$ cat src/rtl/vtv_pkg.sv
// Shared types, constants and helpers for the vertex transform / viewport map pipeline.
// No dependencies.
`timescale 1ns / 1ps
`default_nettype none

package vtv_pkg;

    // field widths
    localparam int POS_W   = 16;                 // Q8.8 input coordinate
    localparam int MAT_W   = 16;                 // Q4.12 matrix entry
    localparam int ROW_W   = 4 * MAT_W;          // one matrix row
    localparam int VP_W    = 12;                 // viewport values
    localparam int SX_W    = 20;                 // Q16.4 screen coordinate
    localparam int DEPTH_W = 16;                 // Q2.14 depth
    localparam int CFG_IDX_W  = 4;
    localparam int CFG_DATA_W = 64;

    // internal widths
    localparam int PROD_W = 2 * POS_W;           // one 16x16 product
    localparam int CLIP_W = 34;                  // clip value, Q.20
    localparam int NUM_W  = 49;                  // signed dividend
    localparam int QB     = 22;                  // quotient bits kept; larger saturates
    localparam int DD_W   = CLIP_W + 1;          // 2|d|
    localparam int REM_W  = DD_W + QB;           // partial remainder
    localparam int ACC_W  = 25;                  // final sum before saturation

    // pipeline depth: product, sum, clip prep, numerator, divider, output
    localparam int DIV_LAT = QB + 1;
    localparam int LAT     = 4 + DIV_LAT + 1;

    // register indexes
    localparam logic [CFG_IDX_W-1:0] REG_ROW0   = 4'd0;
    localparam logic [CFG_IDX_W-1:0] REG_ROW1   = 4'd1;
    localparam logic [CFG_IDX_W-1:0] REG_ROW2   = 4'd2;
    localparam logic [CFG_IDX_W-1:0] REG_ROW3   = 4'd3;
    localparam logic [CFG_IDX_W-1:0] REG_LEFT   = 4'd4;
    localparam logic [CFG_IDX_W-1:0] REG_TOP    = 4'd5;
    localparam logic [CFG_IDX_W-1:0] REG_WIDTH  = 4'd6;
    localparam logic [CFG_IDX_W-1:0] REG_HEIGHT = 4'd7;

    // reset values: identity matrix, 800x600 viewport at the origin
    localparam logic [ROW_W-1:0] ROW0_RST = 64'h0000_0000_0000_1000;
    localparam logic [ROW_W-1:0] ROW1_RST = 64'h0000_0000_1000_0000;
    localparam logic [ROW_W-1:0] ROW2_RST = 64'h0000_1000_0000_0000;
    localparam logic [ROW_W-1:0] ROW3_RST = 64'h1000_0000_0000_0000;
    localparam logic [VP_W-1:0]  WIDTH_RST  = 12'd800;
    localparam logic [VP_W-1:0]  HEIGHT_RST = 12'd600;

    // clip w of one (2^20) used when w is zero
    localparam logic signed [CLIP_W-1:0] ONE_CLIP = 34'sd1048576;

    typedef logic signed [CLIP_W-1:0] clip_t;

    function automatic logic [SX_W-1:0] sat_sx(input logic signed [ACC_W-1:0] v);
        logic signed [ACC_W-1:0] hi;
        logic signed [ACC_W-1:0] lo;
        hi = ACC_W'(signed'((1 << (SX_W - 1)) - 1));
        lo = -hi - ACC_W'(signed'(1));
        if (v > hi) return hi[SX_W-1:0];
        else if (v < lo) return lo[SX_W-1:0];
        else return v[SX_W-1:0];
    endfunction

    function automatic logic [DEPTH_W-1:0] sat_depth(input logic signed [ACC_W-1:0] v);
        logic signed [ACC_W-1:0] hi;
        logic signed [ACC_W-1:0] lo;
        hi = ACC_W'(signed'((1 << (DEPTH_W - 1)) - 1));
        lo = -hi - ACC_W'(signed'(1));
        if (v > hi) return hi[DEPTH_W-1:0];
        else if (v < lo) return lo[DEPTH_W-1:0];
        else return v[DEPTH_W-1:0];
    endfunction

endpackage

`default_nettype wire

$ cat src/rtl/vtv_div.sv
// Pipelined restoring divider, one quotient bit per stage, rounds half away from zero.
// Quotient magnitudes of 2^22 and above come out as all ones. Depends on vtv_pkg.
`timescale 1ns / 1ps
`default_nettype none

module vtv_div (
    input  wire                                   aclk,
    input  wire                                   en,
    input  wire logic signed [vtv_pkg::NUM_W-1:0] num,
    input  wire logic signed [vtv_pkg::CLIP_W-1:0] den,
    output logic [vtv_pkg::QB-1:0]                q_mag,
    output logic                                  q_neg
);
    import vtv_pkg::*;

    logic [NUM_W-1:0]  an;
    logic [CLIP_W-1:0] ad;
    logic [REM_W-1:0]  nn;
    logic [DD_W-1:0]   dd;

    logic [REM_W-1:0]  rem_reg [QB+1];
    logic [DD_W-1:0]   dd_reg  [QB+1];
    logic [QB-1:0]     q_reg   [QB+1];
    logic              neg_reg [QB+1];
    logic              ovf_reg [QB+1];

    // magnitudes; dividend 2|n|+|d| over 2|d| gives the rounded quotient
    always_comb begin
        an = num[NUM_W-1] ? NUM_W'(-num) : NUM_W'(num);
        ad = den[CLIP_W-1] ? CLIP_W'(-den) : CLIP_W'(den);
        nn = (REM_W'(an) << 1) + REM_W'(ad);
        dd = {ad, 1'b0};
    end

    always_ff @(posedge aclk) begin
        if (en) begin
            rem_reg[0] <= nn;
            dd_reg[0]  <= dd;
            q_reg[0]   <= '0;
            neg_reg[0] <= num[NUM_W-1] ^ den[CLIP_W-1];
            ovf_reg[0] <= nn >= {dd, {QB{1'b0}}};
        end
    end

    // bit stages, most significant quotient bit first
    for (genvar k = 0; k < QB; k++) begin : g_bit
        logic [REM_W-1:0] sh;
        logic             ge;
        assign sh = {dd_reg[k], {QB{1'b0}}} >> (k + 1);
        assign ge = rem_reg[k] >= sh;
        always_ff @(posedge aclk) begin
            if (en) begin
                rem_reg[k+1] <= ge ? rem_reg[k] - sh : rem_reg[k];
                dd_reg[k+1]  <= dd_reg[k];
                q_reg[k+1]   <= q_reg[k] | (QB'(ge) << (QB - 1 - k));
                neg_reg[k+1] <= neg_reg[k];
                ovf_reg[k+1] <= ovf_reg[k];
            end
        end
    end

    assign q_mag = ovf_reg[QB] ? '1 : q_reg[QB];
    assign q_neg = neg_reg[QB];

endmodule

`default_nettype wire
$ cat config.mk
export PLATFORM = sky130hd
export DESIGN_NAME = vtv_div
export DESIGN_NICKNAME = d
export VERILOG_FILES = /design/src/rtl/vtv_pkg.sv /design/src/rtl/vtv_div.sv
export SDC_FILE = /design/constraint.sdc
export NUM_CORES = 2
export LEC_CHECK = 0
export ABC_CLOCK_PERIOD_IN_PS = 11400
export BUFFER_PORTS_ARGS = -buffer_cell sky130_fd_sc_hd__clkbuf_2
export CORE_MARGIN = 2
export CORE_UTILIZATION = 60
export CTS_CLUSTER_SIZE = 8
export DETAILED_ROUTE_END_ITERATION = 16
export HOLD_SLACK_MARGIN = 0.08
export PLACE_DENSITY = 0.78
export SLEW_MARGIN = 20
export SYNTH_ARGS = -nofsm -noshare
export SYNTH_HDL_FRONTEND = slang
export SYNTH_SLANG_ARGS = --single-unit
$ cat constraint.sdc
create_clock -name aclk -period 11.4 [get_ports aclk]
set_input_delay 1.14 -clock aclk [delete_from_list [all_inputs] [get_ports aclk]]
set_output_delay 1.14 -clock aclk [all_outputs]
set_load 0.1 [all_outputs]
After elaboration in Yosys (flattened, before gate mapping)
Memory sizes are Yosys's and may differ from the RTL's.
Index checks and enable logic that the tools add are counted.
{ "word_totals": {"reg_bits": 0, "mem_bits_rw": 2668, "inputBits": 85, "out_inout_bits": 23, "memories": 5} }
{ "classes": {"addsub": 25, "n_lt_le_gt_ge": 23, "muxes": 27, "bitwise_logic": 23} }
{ "mem_list": {"columns": ["memory", "words", "width", "read_ports", "rd_ports_with_merged_regs", "write_ports", "line", "rtl"], "rows": [
  ["rem_reg", 23, 57, 22, 0, 23, "vtv_div.sv:21", "logic [REM_W-1:0] rem_reg [QB+1];"],
  ["dd_reg", 23, 35, 22, 0, 23, "vtv_div.sv:22", "logic [DD_W-1:0] dd_reg [QB+1];"],
  ["q_reg", 23, 22, 23, 0, 23, "vtv_div.sv:23", "logic [QB-1:0] q_reg [QB+1];"],
  ["neg_reg", 23, 1, 23, 0, 23, "vtv_div.sv:24", "logic neg_reg [QB+1];"],
  ["ovf_reg", 23, 1, 23, 0, 23, "vtv_div.sv:25", "logic ovf_reg [QB+1];"]
]} }
{ "ops": {"columns": ["op", "n"], "rows": [
  ["2-to-1 mux 57 bit", 22],
  ["greater-or-equal comparator 51 x 57 -> 1 bit", 1],
  ["greater-or-equal comparator 57 x 35 -> 1 bit", 1],
  ["greater-or-equal comparator 57 x 36 -> 1 bit", 1],
  ["greater-or-equal comparator 57 x 37 -> 1 bit", 1],
  ["greater-or-equal comparator 57 x 38 -> 1 bit", 1],
  ["greater-or-equal comparator 57 x 39 -> 1 bit", 1],
  ["greater-or-equal comparator 57 x 40 -> 1 bit", 1],
  ["greater-or-equal comparator 57 x 41 -> 1 bit", 1],
  ["greater-or-equal comparator 57 x 42 -> 1 bit", 1],
  ["greater-or-equal comparator 57 x 43 -> 1 bit", 1],
  ["greater-or-equal comparator 57 x 44 -> 1 bit", 1],
  ["greater-or-equal comparator 57 x 45 -> 1 bit", 1],
  ["greater-or-equal comparator 57 x 46 -> 1 bit", 1],
  ["greater-or-equal comparator 57 x 47 -> 1 bit", 1],
  ["greater-or-equal comparator 57 x 48 -> 1 bit", 1],
  ["greater-or-equal comparator 57 x 49 -> 1 bit", 1],
  ["greater-or-equal comparator 57 x 50 -> 1 bit", 1],
  ["greater-or-equal comparator 57 x 51 -> 1 bit", 1],
  ["greater-or-equal comparator 57 x 52 -> 1 bit", 1],
  ["greater-or-equal comparator 57 x 53 -> 1 bit", 1],
  ["greater-or-equal comparator 57 x 54 -> 1 bit", 1],
  ["greater-or-equal comparator 57 x 55 -> 1 bit", 1],
  ["greater-or-equal comparator 57 x 56 -> 1 bit", 1],
  ["other kinds (52)", 53]
]} }

Logic depth before layout (Yosys ltp)
{ "depth": {"ltp_word": 4, "depth_mapped": 35, "ltp_nobuf": 33} }

Worst setup path before layout
OpenSTA, ideal clock, no wires.
{ "synth_path": {"path_type": "input to register", "start": "input num[6] in the netlist's numbering", "end": "memory ovf_reg[0][0] (data pin)", "arrival_ns": 8.490, "required_time_ns": 11.255, "slack_ns": 2.765, "path_stages": 32, "cell_sequence": "or4_4 or3_1 clkbuf_1 or2_2 o31ai_1 xnor2_1 ha_1 clkbuf_1 and3_1 a221o_1 a221o_1 maj3_1 a21oi_1 a2111o_1 a21boi_0 o21ai_0 nand2b_1 nor2b_1 xnor2_1 ha_1 nand4_1 nor2_1 nand4_1 or4_1 or4_1 or4_1 nor4_1 nand4b_1 nor4b_1 a31oi_1 maj3_1 o21ai_1"} }
{ "synth_rtl": {"columns": ["element", "line", "rtl"], "rows": [
  ["from (decl)", "vtv_div.sv:9", "input wire logic signed [vtv_pkg::NUM_W-1:0] num,"],
  ["to (decl)", "vtv_div.sv:25", null]
]} }

==> flow_summary.ini <==
[power]
vdd_drop_max_mv = 0.1929
power_density_nw_per_um2 = 253.3
p_leak_nw = 54.22

[layout]
fin_nets = 12240
n_fill_cell = 15070
instances_no_fill = 14070
drive_gt1_share_pct = 6.912
area_growth_pct = 10.05
multiInputGateArea_um2 = 51770
final_area_um2 = 137000
largest_reg_flops = 1247
regArea_um2 = 68260
layout.cells.most_common_list = 2273 x edfxtp_1, 1000 x inv_1, 943 x a21oi_1
layout_commonest_cell = edfxtp_1
fin_util_pct = 66.29

[clocking]
clkSinkCount = 2273
clockRootBuffer = clkbuf_16
clk_path_buf_depth = 4
cts.repair.resized = 0
path_clk_slew_ns = 0.05
cts_hold_buf = 0
postCtsSetupRepairBufs = 0
cts_tree = built
cts_made_buffers = 336
htree_levels = 5
worstSkewPairLatency_ns = 0.95

[timing]
fin_crit_sh_pct = 82.82
slew_headroom_pct = 22.95
maxSlewViolCount = 0
finalHoldViolCount = 0
clock_skew_ns = 0.07597
finalSetupViolations = 0
worst_slew_pin_slew_ns = 1.145
min_period_ns = 9.441
setup_tns_ns = 0
rsz0062_at_grt = false
max_freq_mhz = 105.9

[route]
drtPass1Iterations = 6
ant_nets = 0
via_count = 86780
drt-total-wl_um = 308300
drc = 0
drtIter0Drc = 8467
wl_per_cell_um = 21.92
via_per_inst = 6.170

[min_path]
hold_class = flip-flop to flip-flop

[logic_synthesis]
synth_top_family_by_area = compound AO/OA/AOI/OAI gates
synthArstFlopShare_pct = 0
synth-xor-area-share_pct = 6.642
synthCells = 11060
synth-simple-area-share_pct = 11.66
synth_mux_area_share_pct = 1.281
ys_types = 89
yosysWarnings = 0
ys_seq_area_share_pct = 54.83
yosys_register_bits = 2273
synth-compound-area-share_pct = 13.46
synth_top_flop_cell = edfxtp_1
synth-edff-count = 2273
synthAdderAreaFrac_pct = 8.421
avgSynthCellArea_um2 = 11.26
synth_area_um2 = 124500

[place]
hpwlAfterDp_um = 229800
dp_cells = 13700
dpl_cell_area_um2 = 128200
io_buffers = 107
globalplace.congestion = 0.9515

[grt]
grt_pass1_vias = 84610
use_met1_pct = 38.34
use_met3_pct = 4.360
grt_pass1_wl_um = 475700
grt_overflow_total = 0
grt_max_degree = 192
antenna_found_initial = 7
grt.total_usage_pct = 28.80
grt-busiest-layer = met2
grt.met2_usage_pct = 48.13

[flow_run]
drv_cap = 0

[critical_path]
endpoint_kind = flip-flop
arrival_ns = 10.20
path_class = input port to flip-flop
path_delay_family = simple AND/OR/NAND/NOR gates
crit_required_ns = 12.16
path_buf_inv = 2
crit_fanout = 8
start_kind = input port
slowest_stage = nand4_1
critPathMaxStageDelay_ns = 0.57

[outcome]
run_status = complete, no violations

[floorplanning]
die-area_um2 = 211100
rows = 167
die_w_um = 459.5
fp.dieH_um = 459.5
core_um2 = 206700
io_pins = 108
initial_core_util_pct = 60.24
[cell type report]
type / count / area share [%]
Sequential cell: 2273 / 49.83
Multi-Input combinational cell: 7558 / 37.79
Clock buffer: 350 / 6.238
Inverter: 1006 / 2.756
Tap cell: 2704 / 2.470
Timing Repair Buffer: 155 / 0.7654
Clock inverter: 15 / 0.1443
Antenna cell: 4 / 0.007307
[stage by stage]
stage | hold WS (ns) | power (mW) | worst slack [ns]
2_1_floorplan | 0.4003 | 22.28 | 2.765
3_3_place_gp | 0.4002 | 25.63 | 1.140
3_5_place_dp | 0.4045 | 25.95 | 1.125
4_1_cts | 0.3569 | 34.68 | 2.067
5_1_grt | 0.3694 | 36.70 | 1.369
6_report | 0.3601 | 34.70 | 1.959
[path summary, 6_finish.rpt]
| check | slack (ns) | cells after the start | from | end |
|---|---|---|---|---|
| min | 0.36 | 0 | neg_reg[14]$_DFFE_PP_ | neg_reg[15]$_DFFE_PP_ |
| max reg2reg | 5.80 | 15 | dd_reg[10][2]$_DFFE_PP_ | rem_reg[1][222]$_DFFE_PP_ |
| max | 1.96 | 31 | den[2] | ovf_reg[0][0]$_DFFE_PP_ |
| min reg2reg | 0.36 | 0 | neg_reg[14]$_DFFE_PP_ | neg_reg[15]$_DFFE_PP_ |
[metal layers]
metal,part of all wire [%],vias to the layer above
met5,0.0088,-
met4,3.5,4
met3,6.1,668
met2,48,2990
met1,42,42030
li1,-,41090
[synthesized netlist by cell type, types with 17 or more instances]
master / count / area (um^2)
inv_1: 1001 / 3757
nand4b_1: 24 / 210.2
nor3b_1: 24 / 180.2
clkbuf_1: 203 / 762.0
ha_1: 801 / 10020
o211ai_1: 37 / 277.8
a31oi_1: 72 / 450.4
xnor2_1: 546 / 4782
a211oi_1: 51 / 382.9
a21boi_0: 25 / 187.7
a2111oi_0: 17 / 148.9
a21o_1: 409 / 3070
nand3_1: 209 / 1046
nor2_1: 776 / 2913
o2111ai_1: 18 / 157.7
a21oi_1: 944 / 4725
a221o_1: 18 / 180.2
or3_1: 83 / 519.3
o41ai_1: 21 / 183.9
nand4_1: 133 / 832.1
o21ai_0: 620 / 3103
and2_1: 45 / 281.5
and4_1: 20 / 175.2
xor2_1: 388 / 3398
nor3_1: 196 / 980.9
a211o_1: 25 / 219.0
nand2_1: 723 / 2714
edfxtp_1: 2273 / 68260
or2_2: 68 / 425.4
nand3b_1: 24 / 180.2
a31o_2: 20 / 175.2
nor4_1: 137 / 857.1
mux2_2: 138 / 1554
and3_1: 77 / 481.7
o31a_1: 20 / 175.2
or4_1: 58 / 435.4
o21a_1: 114 / 855.8
nor4b_1: 28 / 245.2
fa_1: 22 / 440.4
nor2b_1: 137 / 857.1
o21bai_1: 82 / 615.6
o31ai_1: 88 / 660.6
nand2b_1: 152 / 950.9
[cell families (layout without fill, tap and decap cells)]
kind of cell | Yosys count | count (layout)
AO/OA/AOI/OAI | 2713 | 2713
XOR/XNOR | 939 | 939
adder cells (fa/ha/maj) | 825 | 825
buffers and inverters | 1227 | 1526
flip-flops | 2273 | 2273
multiplexers | 142 | 142
other | 1 | 6
AND/OR/NAND/NOR | 2937 | 2937
[power by group]
part | switching [mW] | total [mW] | internal (mW)
Sequential | 1.39 | 13.2 | 11.8
Combinational | 7.46 | 12.9 | 5.47
Clock | 3.35 | 8.57 | 5.22
No activity file was read; power rests on OpenSTA's default activity.
